## src/rtl/bnrt_pkg.sv

```systemverilog
// ----------------------------------------------------------------------------
// bnrt_pkg
// Shared types, register indexes and helpers for the batch NACK receive
// tracker.
// ----------------------------------------------------------------------------
package bnrt_pkg;

    localparam int SIZE_W     = 7;
    localparam int TOTAL_W    = 11;
    localparam int BATCH_W    = 11;
    localparam int SEQ_W      = 16;
    localparam int SLOT_W     = 6;
    localparam int MAP_W      = 64;
    localparam int REPORT_W   = 10;
    localparam int CFG_IDX_W  = 2;
    localparam int CFG_DATA_W = 11;

    localparam int DEF_MAX_BATCH   = 64;
    localparam int DEF_MAX_BATCHES = 1024;

    typedef enum logic [CFG_IDX_W-1:0] {
        REG_BATCH_PACKETS      = 2'd0,
        REG_LAST_BATCH_PACKETS = 2'd1,
        REG_BATCH_TOTAL        = 2'd2
    } cfg_reg_t;

    typedef enum logic {
        CMD_PACKET = 1'b0,
        CMD_TICK   = 1'b1
    } cmd_t;

    typedef struct packed {
        logic             command;
        logic [SEQ_W-1:0] seq_number;
    } in_item_t;

    typedef struct packed {
        logic                accepted;
        logic [SLOT_W-1:0]   slot;
        logic [SEQ_W-1:0]    packet_index;
        logic [REPORT_W-1:0] report_batch;
        logic [MAP_W-1:0]    received_bits;
        logic                batch_complete;
        logic                transfer_done;
    } out_item_t;

    typedef struct packed {
        cmd_t             op;
        logic [SEQ_W-1:0] seq;
    } op_entry_t;

    typedef struct packed {
        logic      valid;
        op_entry_t entry;
    } op_queue_t;

    function automatic logic [SIZE_W-1:0] clamp_size(
        input logic [SIZE_W-1:0] v,
        input logic [SIZE_W-1:0] max_v
    );
        logic [SIZE_W-1:0] r;
        if (v == '0) begin
            r = SIZE_W'(1);
        end else if (v > max_v) begin
            r = max_v;
        end else begin
            r = v;
        end
        return r;
    endfunction

endpackage

```

## src/rtl/bnrt_front.sv

```systemverilog
// ----------------------------------------------------------------------------
// bnrt_front
// Accepts request items, decodes the command and holds them in a two-entry
// queue for the execution stage.
// ----------------------------------------------------------------------------
module bnrt_front import bnrt_pkg::*; (
    input  logic      aclk,
    input  logic      aresetn,
    input  logic      s_valid,
    output logic      s_ready,
    input  in_item_t  s_data,
    output op_queue_t q_head,
    input  logic      q_pop
);

    op_entry_t   entries_reg [2];
    logic        wr_ptr_reg, wr_ptr_next;
    logic        rd_ptr_reg, rd_ptr_next;
    logic [1:0]  count_reg, count_next;
    logic        push;
    logic        pop;
    op_entry_t   new_entry;

    assign s_ready = (count_reg != 2'd2);
    assign push    = s_valid && s_ready;
    assign pop     = q_pop && (count_reg != 2'd0);

    always_comb begin
        new_entry.op  = s_data.command ? CMD_TICK : CMD_PACKET;
        new_entry.seq = s_data.seq_number;
    end

    assign q_head.valid = (count_reg != 2'd0);
    assign q_head.entry = entries_reg[rd_ptr_reg];

    always_comb begin
        wr_ptr_next = push ? ~wr_ptr_reg : wr_ptr_reg;
        rd_ptr_next = pop ? ~rd_ptr_reg : rd_ptr_reg;
        count_next  = count_reg + 2'(push) - 2'(pop);
    end

    always_ff @(posedge aclk) begin
        if (!aresetn) begin
            wr_ptr_reg <= 1'b0;
            rd_ptr_reg <= 1'b0;
            count_reg  <= 2'd0;
        end else begin
            wr_ptr_reg <= wr_ptr_next;
            rd_ptr_reg <= rd_ptr_next;
            count_reg  <= count_next;
        end
    end

    always_ff @(posedge aclk) begin
        if (push) begin
            entries_reg[wr_ptr_reg] <= new_entry;
        end
    end

endmodule

```

## src/rtl/bnrt_back.sv

```systemverilog
// ----------------------------------------------------------------------------
// bnrt_back
// Executes queued operations against the batch number and received map and
// registers one result per operation.
// ----------------------------------------------------------------------------
module bnrt_back import bnrt_pkg::*; #(
    parameter int MAX_BATCH   = DEF_MAX_BATCH,
    parameter int MAX_BATCHES = DEF_MAX_BATCHES
) (
    input  logic                aclk,
    input  logic                aresetn,
    input  logic [SIZE_W-1:0]   batch_packets,
    input  logic [SIZE_W-1:0]   last_batch_packets,
    input  logic [TOTAL_W-1:0]  batch_total,
    input  op_queue_t           q_head,
    output logic                q_pop,
    output logic                m_valid,
    input  logic                m_ready,
    output out_item_t           m_data
);

    localparam logic [SIZE_W-1:0] MaxSize  = SIZE_W'(MAX_BATCH);
    localparam logic [16:0]       MaxTotal = 17'(MAX_BATCHES);

    logic [BATCH_W-1:0] batch_reg, batch_next;
    logic [MAP_W-1:0]   map_reg, map_next;
    logic               out_valid_reg, out_valid_next;
    out_item_t          out_reg, out_next;

    logic [SIZE_W-1:0]  bp;
    logic [SIZE_W-1:0]  size;
    logic [16:0]        total_wide;
    logic [TOTAL_W-1:0] total;
    logic               done;
    logic [SEQ_W-1:0]   base;
    logic [SEQ_W:0]     diff;
    logic               in_window;
    logic [SLOT_W-1:0]  slot;
    logic               is_new;
    logic [17:0]        product;
    logic [MAP_W-1:0]   size_mask;
    logic               full;

    assign q_pop   = q_head.valid && (!out_valid_reg || m_ready);
    assign m_valid = out_valid_reg;
    assign m_data  = out_reg;

    always_comb begin
        bp         = clamp_size(batch_packets, MaxSize);
        total_wide = (batch_total == '0) ? 17'd1 : 17'(batch_total);
        if (total_wide > MaxTotal) begin
            total_wide = MaxTotal;
        end
        total = total_wide[TOTAL_W-1:0];
        done  = (batch_reg >= total);
        size  = (12'(batch_reg) + 12'd1 == 12'(total))
              ? clamp_size(last_batch_packets, MaxSize) : bp;
        base      = batch_reg[0] ? SEQ_W'(bp) : '0;
        diff      = {1'b0, q_head.entry.seq} - {1'b0, base};
        in_window = !diff[SEQ_W] && (diff < (SEQ_W+1)'(size));
        slot      = diff[SLOT_W-1:0];
        is_new    = !map_reg[slot];
        product   = 18'(batch_reg) * 18'(bp);
        for (int i = 0; i < MAP_W; i++) begin
            size_mask[i] = (SIZE_W'(i) < size);
        end
        full = ((map_reg & size_mask) == size_mask);
    end

    always_comb begin
        batch_next     = batch_reg;
        map_next       = map_reg;
        out_valid_next = out_valid_reg;
        out_next       = out_reg;
        if (out_valid_reg && m_ready) begin
            out_valid_next = 1'b0;
        end
        if (q_pop) begin
            out_valid_next = 1'b1;
            out_next       = '0;
            unique case (q_head.entry.op)
                CMD_PACKET: begin
                    if (!done && in_window && is_new) begin
                        map_next              = map_reg | (MAP_W'(1) << slot);
                        out_next.accepted     = 1'b1;
                        out_next.slot         = slot;
                        out_next.packet_index = product[SEQ_W-1:0] + SEQ_W'(slot);
                    end
                end
                CMD_TICK: begin
                    out_next.report_batch  = batch_reg[REPORT_W-1:0];
                    out_next.received_bits = map_reg;
                    if (!done && full) begin
                        out_next.batch_complete = 1'b1;
                        batch_next              = batch_reg + BATCH_W'(1);
                        map_next                = '0;
                    end
                end
                default: ;
            endcase
            out_next.transfer_done = (batch_next >= total);
        end
    end

    always_ff @(posedge aclk) begin
        if (!aresetn) begin
            batch_reg     <= '0;
            map_reg       <= '0;
            out_valid_reg <= 1'b0;
        end else begin
            batch_reg     <= batch_next;
            map_reg       <= map_next;
            out_valid_reg <= out_valid_next;
        end
    end

    always_ff @(posedge aclk) begin
        out_reg <= out_next;
    end

endmodule

```

## src/rtl/batch_nack_receive_tracker_top.sv

```systemverilog
// ----------------------------------------------------------------------------
// batch_nack_receive_tracker_top
// Receiver-side tracker for a batched selective-repeat transfer.
// ----------------------------------------------------------------------------
// The s_ channel carries one request per item: a packet arrival with its
// sequence number, or an acknowledgement tick. The m_ channel returns exactly
// one result per request, in order: for a packet, whether it was new and in
// the window with its slot and packet index; for a tick, the batch number,
// the received map and whether the batch completed and advanced.
// The cfg_ channel writes the three size registers; it is always ready and
// should only be used while no request is in flight.
// A request passes a two-entry queue and one execution stage: it is written
// into the queue on acceptance, then the execution stage takes it from the
// queue head and registers its result. The execution stage handles one
// request per cycle while m_ready is high, so the block then sustains one
// request per clock. When the m_ side stalls, the result register holds, the
// queue fills and s_ready drops once both queue entries are occupied.
// Reset clears the batch number, the received map, the queue and the result
// valid flag, and restores the register defaults (64, 64 and 1).
// ----------------------------------------------------------------------------
module batch_nack_receive_tracker_top import bnrt_pkg::*; #(
    parameter int MAX_BATCH   = DEF_MAX_BATCH,
    parameter int MAX_BATCHES = DEF_MAX_BATCHES
) (
    input  logic                  aclk,
    input  logic                  aresetn,
    input  logic                  s_valid,
    output logic                  s_ready,
    input  in_item_t              s_data,
    output logic                  m_valid,
    input  logic                  m_ready,
    output out_item_t             m_data,
    input  logic                  cfg_valid,
    output logic                  cfg_ready,
    input  logic [CFG_IDX_W-1:0]  cfg_index,
    input  logic [CFG_DATA_W-1:0] cfg_data
);

    logic [SIZE_W-1:0]  batch_packets_reg;
    logic [SIZE_W-1:0]  last_batch_packets_reg;
    logic [TOTAL_W-1:0] batch_total_reg;
    op_queue_t          q_head;
    logic               q_pop;

    assign cfg_ready = 1'b1;

    always_ff @(posedge aclk) begin
        if (!aresetn) begin
            batch_packets_reg      <= SIZE_W'(64);
            last_batch_packets_reg <= SIZE_W'(64);
            batch_total_reg        <= TOTAL_W'(1);
        end else if (cfg_valid && cfg_ready) begin
            unique case (cfg_index)
                REG_BATCH_PACKETS:      batch_packets_reg      <= cfg_data[SIZE_W-1:0];
                REG_LAST_BATCH_PACKETS: last_batch_packets_reg <= cfg_data[SIZE_W-1:0];
                REG_BATCH_TOTAL:        batch_total_reg        <= cfg_data[TOTAL_W-1:0];
                default: ;
            endcase
        end
    end

    bnrt_front u_front (
        .aclk    (aclk),
        .aresetn (aresetn),
        .s_valid (s_valid),
        .s_ready (s_ready),
        .s_data  (s_data),
        .q_head  (q_head),
        .q_pop   (q_pop)
    );

    bnrt_back #(
        .MAX_BATCH   (MAX_BATCH),
        .MAX_BATCHES (MAX_BATCHES)
    ) u_back (
        .aclk               (aclk),
        .aresetn            (aresetn),
        .batch_packets      (batch_packets_reg),
        .last_batch_packets (last_batch_packets_reg),
        .batch_total        (batch_total_reg),
        .q_head             (q_head),
        .q_pop              (q_pop),
        .m_valid            (m_valid),
        .m_ready            (m_ready),
        .m_data             (m_data)
    );

endmodule

```

## config.mk

```make
export PLATFORM = sky130hd
export DESIGN_NAME = batch_nack_receive_tracker_top
export DESIGN_NICKNAME = d
export VERILOG_FILES = /design/src/rtl/bnrt_pkg.sv /design/src/rtl/bnrt_front.sv /design/src/rtl/bnrt_back.sv /design/src/rtl/batch_nack_receive_tracker_top.sv
export SDC_FILE = /design/constraint.sdc
export NUM_CORES = 1
export LEC_CHECK = 0
export BUFFER_PORTS_ARGS = -buffer_cell sky130_fd_sc_hd__buf_2
export CORE_MARGIN = 4
export CORE_UTILIZATION = 53
export DETAILED_ROUTE_END_ITERATION = 10
export PLACE_DENSITY_LB_ADDON = 0.25
export SLEW_MARGIN = 20
export SYNTH_ARGS = -nofsm -noshare
export SYNTH_HDL_FRONTEND = slang
export SYNTH_SLANG_ARGS = --single-unit
```

## constraint.sdc

```tcl
create_clock -name aclk -period 8.7 [get_ports aclk]
set_input_delay 0.87 -clock aclk [delete_from_list [all_inputs] [get_ports aclk]]
set_output_delay 0.87 -clock aclk [all_outputs]
set_load 0.05 [all_outputs]
```

# --- After elaboration in Yosys (flattened, before gate mapping) ---
# Memory sizes are Yosys's and may differ from the RTL's. A register that Yosys moved wholly into a read port is not among the register bits.
# Index checks and enable logic that the tools add are counted.
word_totals:
  regBits: 204
  ram_bits: 34
  input_bits: 35
  output_inout_bits: 102
  wordCells: 158
  memories: 1
op_classes:
  addsub: 6
  multipliers: 1
  n_lt_le_gt_ge: 71
  n_eq_ne: 7
  shift: 1
  n_mux: 25
  bitwise_logic: 6
  reduce_logical: 24
memory_table:
  columns: ["memory", "depth", "width", "rd", "rd_clocked_by_memory_dff", "wr", "line", "source"]
  rows:
  - ["u_front.entries_reg", 2, 17, 1, 1, 1, "bnrt_front.sv:16", "op_entry_t entries_reg [2];"]
ops:
  columns: ["cell", "count"]
  rows:
  - ["6-bit by 7-bit < comparator with 1-bit output (first input constant)", 32]
  - ["64-bit two-way mux", 2]
  - ["64-bit case mux with 2 select lines", 1]
  - ["5-bit by 7-bit < comparator with 1-bit output (first input constant)", 16]
  - ["64-bit bitwise AND", 1]
  - ["64-bit == test", 1]
  - ["64-bit bitwise OR", 1]
  - ["1-bit by 6-bit left shift with 64-bit output (first input constant)", 1]
  - ["4-bit by 7-bit < comparator with 1-bit output (first input constant)", 8]
  - ["11-bit two-way mux", 5]
  - ["7-bit two-way mux", 6]
  - ["3-bit by 7-bit < comparator with 1-bit output (first input constant)", 4]
  - ["23-bit two-way mux", 1]
  - ["11-bit greater-or-equal comparator", 2]
  - ["17-bit by 11-bit greater-than comparator with 1-bit output (second input constant)", 1]
  - ["17-bit by 7-bit < comparator with 1-bit output", 1]
  - ["16-bit by 16-bit subtractor with 17-bit output", 1]
  - ["16-bit by 6-bit adder with 16-bit output", 1]
  - ["11-bit by 7-bit multiplier with 16-bit output", 1]
  - ["7-bit greater-than comparator (second input constant)", 2]
  - ["7-bit logical NOT", 2]
  - ["1-bit by 7-bit < comparator with 1-bit output (first input constant)", 2]
  - ["2-bit by 7-bit < comparator with 1-bit output (first input constant)", 2]
  - ["11-bit by 1-bit adder with 12-bit output (second input constant)", 1]
  - ["other kinds (21)", 46]

# --- Longest topological paths before layout ---
# Gate-level depths: netlist of run 1.
depth:
  word_depth: 14
  depth_mapped: 33
  depth_no_buf: 32

# --- Hierarchy ---
# A second synthesis of run 1 with hierarchy kept.
hier_totals:
  hier_cells: 1603
  area_unflattened_um2: 15466.1
modules_own_cells:
  columns: ["mod", "n_inst", "cells_each", "area_per_inst_um2", "seq_area_each_um2"]
  rows:
  - ["bnrt_back", 1, 1425, 12962.4, 4494.3]
  - ["bnrt_front", 1, 77, 1516.5, 1121.1]
  - ["batch_nack_receive_tracker_top", 1, 101, 987.2, 500.5]

# --- Least setup slack after synthesis of run 1 ---
# No wires, ideal clock.
synth_timing:
  kind: "in2reg"
  startpoint: "in m_ready"
  endpoint: "reg u_back.batch_reg[9]"
  setup_time_ns: 0.071
  t_arrival_ns: 7.058
  required_ns: 8.629
  path_slack_ns: 1.572
  cell_stages: 6
  path_buffers: 1
  path_cell_list: "nor2b_1 -> nor2_1 -> nand2_1 -> clkbuf_1 -> or4_1 -> a21oi_1"
synth_between:
  elab_chain_len: 2
synth_rtl:
  columns: ["item", "line", "source"]
  rows:
  - ["from (decl)", "batch_nack_receive_tracker_top.sv:31", "input logic m_ready,"]
  - ["1-bit logical OR", "bnrt_back.sv:44", "assign q_pop = q_head.valid && (!out_valid_reg || m_ready);"]
  - ["1-bit logical AND", "bnrt_back.sv:44", null]
  - ["named net q_pop", "batch_nack_receive_tracker_top.sv:43", "logic q_pop;"]
  - ["to (signal assigned)", "bnrt_back.sv:111", "batch_reg <= batch_next;"]
  - ["to (decl)", "bnrt_back.sv:25", "logic [BATCH_W-1:0] batch_reg, batch_next;"]
# The timed path passes the listed nets, and every way through them passes these cells.
# A chain may end at the register's enable or synchronous reset.

# --- Final worst setup path of run 1 ---
layout_timing:
  startpoint: "reg batch_packets_reg[4]"
  endpoint: "reg u_back.out_reg, in the netlist u_back.m_data[91] (data pin)"
layout_between:
  elab_chain_len: 11
  elab_cells_between_ends: 19
  classes_between: "2 x add/sub; 1 x mul; 2 x order compare; 6 x mux; 1 x bitwise; 7 x reduce/logical"
layout_rtl:
  columns: ["item", "line", "source"]
  rows:
  - ["from (decl)", "batch_nack_receive_tracker_top.sv:39", "logic [SIZE_W-1:0] batch_packets_reg;"]
  - ["from (signal assigned)", "batch_nack_receive_tracker_top.sv:54", "REG_BATCH_PACKETS: batch_packets_reg <= cfg_data[SIZE_W-1:0];"]
  - ["7-bit greater-than comparator", "bnrt_pkg.sv:64", "end else if (v > max_v) begin"]
  - ["7-bit two-way mux", "bnrt_pkg.sv:64", null]
  - ["7-bit two-way mux *", "bnrt_pkg.sv:62", "if (v == '0) begin"]
  - ["7-bit two-way mux *", "bnrt_back.sv:58", "base = batch_reg[0] ? SEQ_W'(bp) : '0;"]
  - ["16-bit by 16-bit subtractor with 17-bit output *", "bnrt_back.sv:59", "diff = {1'b0, q_head.entry.seq} - {1'b0, base};"]
  - ["named net u_back.diff[3]", "bnrt_back.sv:36", "logic [SEQ_W:0] diff;"]
  - ["17-bit by 7-bit < comparator with 1-bit output or 1-bit binary-select mux with 6-bit select (tied branches)", "bnrt_back.sv:60, bnrt_back.sv:62", null]
  - ["1-bit logical AND or 1-bit two-way mux (tied branches)", "bnrt_back.sv:60, bnrt_back.sv:62", null]
  - ["1-bit logical AND or 1-bit logical NOT (tied branches)", "bnrt_back.sv:83, bnrt_back.sv:62", null]
  - ["1-bit logical AND", "bnrt_back.sv:83", "if (!done && in_window && is_new) begin"]
  - ["1-bit inverter (no source line)", null, null]
  - ["2-bit OR reduction (no source line)", null, null]
  - ["to (signal assigned)", "bnrt_back.sv:118", "out_reg <= out_next;"]
  - ["to (decl)", "bnrt_back.sv:28", "out_item_t out_reg, out_next;"]
# The timed path passes the listed nets; every way through them passes the cells marked *. The select of a mux whose other input is x is not followed.

==> results of run 1 <==
==> power groups by stage <==
stage / sequential (mW) / clock [mW] / combinational, mW
final: 1.51 / 1.01 / 1.50
after global routing: 1.54 / 1.08 / 1.60
after CTS: 1.52 / 1.02 / 1.50
after detailed placement: 1.54 / 0 / 1.50
after global placement: 1.54 / 0 / 1.48
after floorplan: 2.13 / 0 / 0.579
==> Yosys cell counts (4+ instances only) <==
master / count
and3_1: 11
nor2_1: 220
a31oi_1: 71
mux4_2: 20
nor4_1: 15
clkbuf_1: 59
o32ai_1: 4
a21o_1: 18
nand3_1: 25
edfxtp_1: 133
buf_4: 7
nand2b_1: 15
nand2_1: 101
xnor2_1: 34
and4b_1: 4
o31ai_1: 10
buf_1: 9
nor2b_1: 26
a21oi_1: 59
o21ai_0: 31
xor2_1: 7
a211oi_1: 10
or3_1: 5
a311oi_1: 25
mux2i_1: 44
dfxtp_1: 106
or4_1: 7
ha_1: 74
fa_1: 50
mux2_2: 10
and2_1: 89
nor3_1: 52
o21bai_1: 5
nand4_1: 7
inv_1: 97
nor3b_1: 6
buf_2: 20
==> per-layer routing <==
| layer | routed length, um | GRT usage | up-vias |
|---|---|---|---|
| li1 | - | - | 5654 |
| met2 | 18480 | 0.4087 | 710 |
| met1 | 17600 | 0.3920 | 5800 |
| met5 | 0 | 0 | - |
| met4 | 1305 | 0.07570 | 0 |
| met3 | 4800 | 0.04972 | 108 |
==> worst min-delay path, stage by stage (launching register included) <==
cell,delay (ns)
dfxtp_1,0.33
a31oi_1,0.05
nor2_1,0.07
==> worst paths after layout <==
| path | startpoint | cells past startpoint | endpoint |
|---|---|---|---|
| hold / removal | u_back.map_reg[0] | 2 | u_back.map_reg[0] |
| setup reg to reg | batch_packets_reg[4] | 31 | u_back.m_data[91] |
| setup / recovery | batch_packets_reg[4] | 31 | u_back.m_data[91] |
| hold reg to reg | u_back.map_reg[0] | 2 | u_back.map_reg[0] |
==> cells in the final DEF (no fill, tap or decap), drive strengths merged, types with 34 or more instances in the layout <==
| master | Yosys | layout |
|---|---|---|
| nor2 | 220 | 220 |
| buf | 39 | 164 |
| edfxtp | 133 | 133 |
| dfxtp | 106 | 106 |
| nand2 | 101 | 101 |
| inv | 97 | 99 |
| and2 | 90 | 90 |
| ha | 74 | 74 |
| a31oi | 71 | 71 |
| a21oi | 60 | 60 |
| nor3 | 54 | 54 |
| fa | 50 | 50 |
| mux2i | 44 | 44 |
| clkbuf | 59 | 36 |
| xnor2 | 34 | 34 |
| o21ai | 34 | 34 |
==> per-stage QoR <==
step / cells / setup slack [ns] / power (mW)
2_1_floorplan: 1541 / 1.572 / 2.707
3_3_place_gp: 1985 / 1.474 / 3.014
3_5_place_dp: 1985 / 1.087 / 3.038
4_1_cts: 2030 / 1.064 / 4.043
5_1_grt: 2030 / 0.1940 / 4.213
6_report: 2030 / 0.9225 / 4.023
==> final cells by class <==
type | count | area [um2]
well taps | 378 | 473.0
repair buffers | 164 | 893.4
flip-flops and latches | 239 | 6116
clock inverters | 9 | 77.57
inverters | 100 | 375.4
clock buffers | 36 | 688.2
multi-input cells | 1104 | 8028
fillers | 2466 | 11130
==> cells by family (layout without fill, tap and decap cells) <==
logic type      count (synthesis)  after routing  share of synthesized area
simple gates                  598            598                     0.1963
compound gates                264            264                     0.1161
flops                         239            239                     0.4094
buf+inv                       198            309                    0.05469
fa+ha+maj                     124            124                     0.1290
mux                            74             74                    0.06717
xor+xnor                       43             43                    0.02705
other cells                     1              1                  0.0002510
==> flow_summary_export.csv, run 1 <==
group,metric,value,unit
outcome,status,"completed",
floorplan,initial_core_util,0.5377,
route,via_per_inst,6.045,
place,gp_congestion,1.030,
power,internal-power,2.356,mW
power,ir_drop,169.3,uV
cells_and_area,largest_reg_flops,99,
floorplan,die_area,30940,um2
critical_path,reg2reg_slack,0.92,ns
synth,yosys_warnings,0,
route,drc,0,
power,combPwrFrac,0.373,
synth,synthTopCellsByArea,"edfxtp_1, dfxtp_1, fa_1, ha_1, nor2_1",
synth,syn_area,14940,um2
global_routing,grt_max_degree,72,
clock_network,cts_buffers,25,
floorplan,num_rows,61,
timing,min_period,7.777,ns
floorplan,pin_count,137,
floorplan,core,27780,um2
synth,yosysTopAreaCell,"edfxtp_1",
critical_path,path_delay_family,"compound AO/OA/AOI/OAI gates",
synth,synth_top_area_frac,0.2674,
clock_network,clkTransAtPathRegs,0.06,ns
synth,ys.flop_type,"edfxtp_1",
route,vias,12270,
timing,max_slew_margin,0.2643,
route,wire_per_inst,20.78,um
timing,fin_worst_skew,0.01458,ns
timing,tns,0,ns
synth,synthCells,1541,
synth,synth.net_count,1700,
synth,synthArstFlopShare,0,
power,power_frac_clock,0.250,
clock_network,cts_resized,0,
critical_path,start_kind,"register",
clock_network,cts_root_buf,"clkbuf_16",
job,maxCapViolations,0,
route,first_iter_violations,1428,
synth,yosys_register_bits,239,
timing,finalHoldViolations,0,
clock_network,post-cts-setup-buffers,0,
power,p_switching,1.667,mW
critical_path,critPathSlowestCell,"fa_1",
critical_path,cp_common_cell,"a21oi_1",
cells_and_area,drive_gt1_frac,0.1441,
global_routing,antenna_found_initial,0,
timing,whs,0.4863,ns
cells_and_area,n_antenna_cell,0,
timing,tightest_slew,1.092,ns
route,routed_wl,42.18,mm
critical_path,end_kind,"register",
critical_path,cp.required,9.09,ns
cells_and_area,finalNetCount,1793,
timing,final_max_slew_viol_count,0,
timing,rsz0062_at_grt,"no",
place,hpwlAfterDp,31.42,mm
timing,clock.fmax,128.6,MHz
route,antenna_left,0,
cells_and_area,fin_area,16650,um2
place,portBuffers,135,
timing,setup_viol,0,
synth,synth_edf_count,133,
worst_hold_path,hold_path.class,"reg2reg",
critical_path,arrival,8.16,ns
critical_path,worstSetupPathType,"reg2reg",
global_routing,grt-ovfl-total,0,
cells_and_area,post-route-util,0.5994,
clock_network,worstSkewPairLatency,0.53,ns
global_routing,grt_pass1_wl,65.84,mm
synth,synth_cell_types,68,
clock_network,clock_tree.buffer_depth,3,
cells_and_area,area_growth,11.47,%
synth,ys_seq_area_frac,0.4094,
critical_path,worst-path-buf-inv,6,
global_routing,track_usage,0.2672,
clock_network,htreeDepth,1,
clock_network,hold_buffers,0,
critical_path,slowest_delay,0.58,ns
power,pwr-share-seq,0.376,
power,power_switching_share,0.4144,
place,dpl_cell_area,15890,um2
timing,period_share,0.8940,
clock_network,cts.sinks,239,
synth,syn_avg_cell_area,9.694,um2
floorplan,die_h,175.9,um
floorplan,fp.dieW,175.9,um
route,first_pass_iters,6,
clock_network,tritoncts,"yes",
power,power_density,241.6,nW/um2
global_routing,grt_pass1_vias,11470,
power,p_leak,6.744,nW
critical_path,crit_fanout,16,
(Power assumes the default switching activity.)
==> run 2: changes to the inputs <==
Settings changed: SYNTH_HIERARCHICAL set to 1.
==> run 2 against run 1 <==
  * Area after synthesis increased by 3.5%
  * Critical path depth decreased by 5
  * Non-clock buffer count decreased by 4
  * Worst setup slack got worse by 0.16 ns
  * Wire length increased by 0.20%
  * Sequential share of layout area decreased by 0.92 points
  * First-iteration DRC count decreased by 17%
  * Die area increased by 3.4%
  * Cell count increased by 2.9%
  * Critical endpoint is now u_back/m_data[90]
  * Largest cell class unchanged
==> flow_summary_export.csv, run 2 <==
group,metric,value,unit
outcome,status,"completed",
power,p_switching,1.982,mW
timing,rsz0062_at_grt,"no",
cells_and_area,regArea,6116,um2
timing,worst_slack,0.7581,ns
clock_network,worstSkewPairLatency,0.52,ns
timing,setup_viol,0,
cells_and_area,final_common_cell,"nand2_1",
global_routing,grt_pass1_wl,66.09,mm
timing,max_slew_margin,0.1726,
timing,finalHoldViolations,0,
synth,synthArstFlopShare,0,
critical_path,worst_r2r_path_depth,26,
timing,period_share,0.9129,
clock_network,clkTransAtPathRegs,0.06,ns
route,drc,0,
global_routing,track_usage,0.2606,
clock_network,cts_root_buf,"clkbuf_16",
cells_and_area,layout_common_cells,"nand2_1, nor2_1, buf_2",
route,routed_wl,42.27,mm
timing,final_max_slew_viol_count,0,
synth,ys.flop_type,"edfxtp_1",
timing,tightest_slew,1.228,ns
synth,synth_edf_count,133,
place,hpwlAfterDp,31.02,mm
job,maxCapViolations,0,
timing,clock.fmax,125.9,MHz
cells_and_area,n_antenna_cell,0,
power,internal-power,2.504,mW
global_routing,grt_max_degree,80,
critical_path,end_kind,"register",
route,antenna_left,0,
clock_network,cts_buffers,24,
synth,yosys_register_bits,239,
critical_path,start_kind,"register",
floorplan,num_rows,62,
route,first_pass_iters,6,
cells_and_area,fillers,2494,
cells_and_area,drive_gt1_frac,0.1485,
critical_path,arrival,8.19,ns
floorplan,fp.dieW,178.8,um
clock_network,post-cts-setup-buffers,0,
synth,synth_cell_types,79,
clock_network,cts_resized,0,
clock_network,clock_tree.buffer_depth,3,
critical_path,cp.required,8.94,ns
timing,fin_worst_skew,0.01025,ns
floorplan,initial_core_util,0.5374,
critical_path,crit_fanout,18,
clock_network,tritoncts,"yes",
power,pwr-share-seq,0.349,
synth,synth_most_common_cell,"nand2_1",
synth,syn_avg_cell_area,9.648,um2
global_routing,grt-ovfl-total,0,
power,power_density,262.7,nW/um2
synth,synthCells,1603,
floorplan,die_h,178.8,um
floorplan,die_area,31980,um2
global_routing,grt_pass1_vias,11700,
synth,synth_common_cells,"nand2_1, nor2_1, edfxtp_1",
synth,synth.net_count,1760,
route,vias,12450,
synth,yosys_warnings,6,
timing,min_period,7.942,ns
clock_network,cts.sinks,239,
timing,tns,0,ns
route,wire_per_inst,20.24,um
route,first_iter_violations,1190,
synth,ys_seq_area_frac,0.3954,
place,place_ws,0.9086,ns
place,portBuffers,135,
worst_hold_path,holdPathStages,2,
synth,syn_area,15470,um2
clock_network,hold_buffers,0,
place,gp_congestion,1.013,
power,power_frac_clock,0.220,
floorplan,core,28780,um2
cells_and_area,finalNetCount,1843,
synth,synthTopCellsByArea,"edfxtp_1, dfxtp_1, fa_1, ha_1, and2_1",
power,power_switching_share,0.4418,
cells_and_area,multi_input_area,8482,um2
power,ir_drop,167.7,uV
cells_and_area,largest_reg_flops,99,
synth,synth_top_area_frac,0.2582,
power,p_leak,7.045,nW
floorplan,pin_count,137,
synth,yosysTopAreaCell,"edfxtp_1",
route,via_per_inst,5.961,
global_routing,antenna_found_initial,0,
power,combPwrFrac,0.431,
cells_and_area,area_growth,10.43,%
worst_hold_path,hold_path.class,"reg2reg",
clock_network,htreeDepth,1,
timing,whs,0.4812,ns
critical_path,worstSetupPathType,"reg2reg",
-- run 2: changes by cell type after synthesis, moves of 17 or more --
cell      change
a31oi_1      -21
nor2_1       -63
a41oi_1      +17
nand2_1      +80
a311oi_1     -19
and2_1       +22
-- run 2: metal layers --
metal | part of all wire | wire length [um] | track usage
met4 | 0.031 | 1311 | 0.07963
met2 | 0.45 | 19130 | 0.4037
met1 | 0.42 | 17780 | 0.3726
met5 | 0 | 0 | 0
met3 | 0.096 | 4042 | 0.05040
-- run 2: worst max-delay path, cell delays in order, from the launching register on --
cell and delay, ns:
dfxtp_1 0.56, nor2b_1 0.88, nand2_1 0.32, ha_1 0.35, nor2b_1 0.12, o21ai_0 0.21
nand2_1 0.10, xor2_1 0.59, inv_1 0.33, fa_1 0.56, inv_1 0.04, ha_1 0.27
inv_1 0.06, fa_1 0.53, fa_1 0.47, nor2b_1 0.19, o21ai_0 0.13, a21boi_0 0.25
o21ai_0 0.18, a21boi_0 0.27, o21ai_0 0.14, a21boi_0 0.28, o21ai_0 0.15, a21boi_0 0.28
o21ai_0 0.15, a21boi_0 0.19, nor3_1 0.07
-- run 2: worst paths after layout --
| path | from | to | slack [ns] |
|---|---|---|---|
| worst max-delay path | batch_packets_reg[6] | u_back/m_data[90] | 0.76 |
| worst min register to register | batch_total_reg[7] | batch_total_reg[7] | 0.48 |
| worst max register to register | batch_packets_reg[6] | u_back/m_data[90] | 0.76 |
| worst min-delay path | batch_total_reg[7] | batch_total_reg[7] | 0.48 |
-- run 2: per-stage QoR --
stage | utilization | std cells | power, mW | instance area (um2)
2_1_floorplan | - | 1603 | 3.096 | 15470
3_3_place_gp | 0.5672 | 2044 | 3.501 | 16320
3_5_place_dp | 0.5672 | 2044 | 3.525 | 16320
4_1_cts | 0.5934 | 2088 | 4.517 | 17080
5_1_grt | 0.5934 | 2088 | 4.706 | 17080
6_report | 0.5934 | 2088 | 4.486 | 17080
-- run 2: cells by family after synthesis --
family / after synthesis / synth area share
AO/OA/AOI/OAI: 273 / 0.1192
XOR/XNOR: 38 / 0.02346
adder cells (fa/ha/maj): 122 / 0.1230
buffers and inverters: 201 / 0.05792
flip-flops: 239 / 0.3954
multiplexers: 91 / 0.07993
other: 1 / 0.0002425
AND/OR/NAND/NOR: 638 / 0.2009
-- run 2: cell type report --
class                      count  share of cell area
clock buffer                  33             0.04015
inverter                      98             0.02168
clock inverter                11            0.004029
sequential                   239              0.3581
tap                          384             0.02813
timing repair buffer         160             0.05128
multi-input combinational   1163              0.4966
-- run 2: power groups by stage --
stage / sequential, mW / combinational, mW / clock (mW)
after floorplan: 2.28 / 0.820 / 0
after global placement: 1.59 / 1.91 / 0
after detailed placement: 1.59 / 1.93 / 0
after CTS: 1.57 / 1.93 / 1.01
after global routing: 1.59 / 2.05 / 1.06
final: 1.57 / 1.93 / 0.987
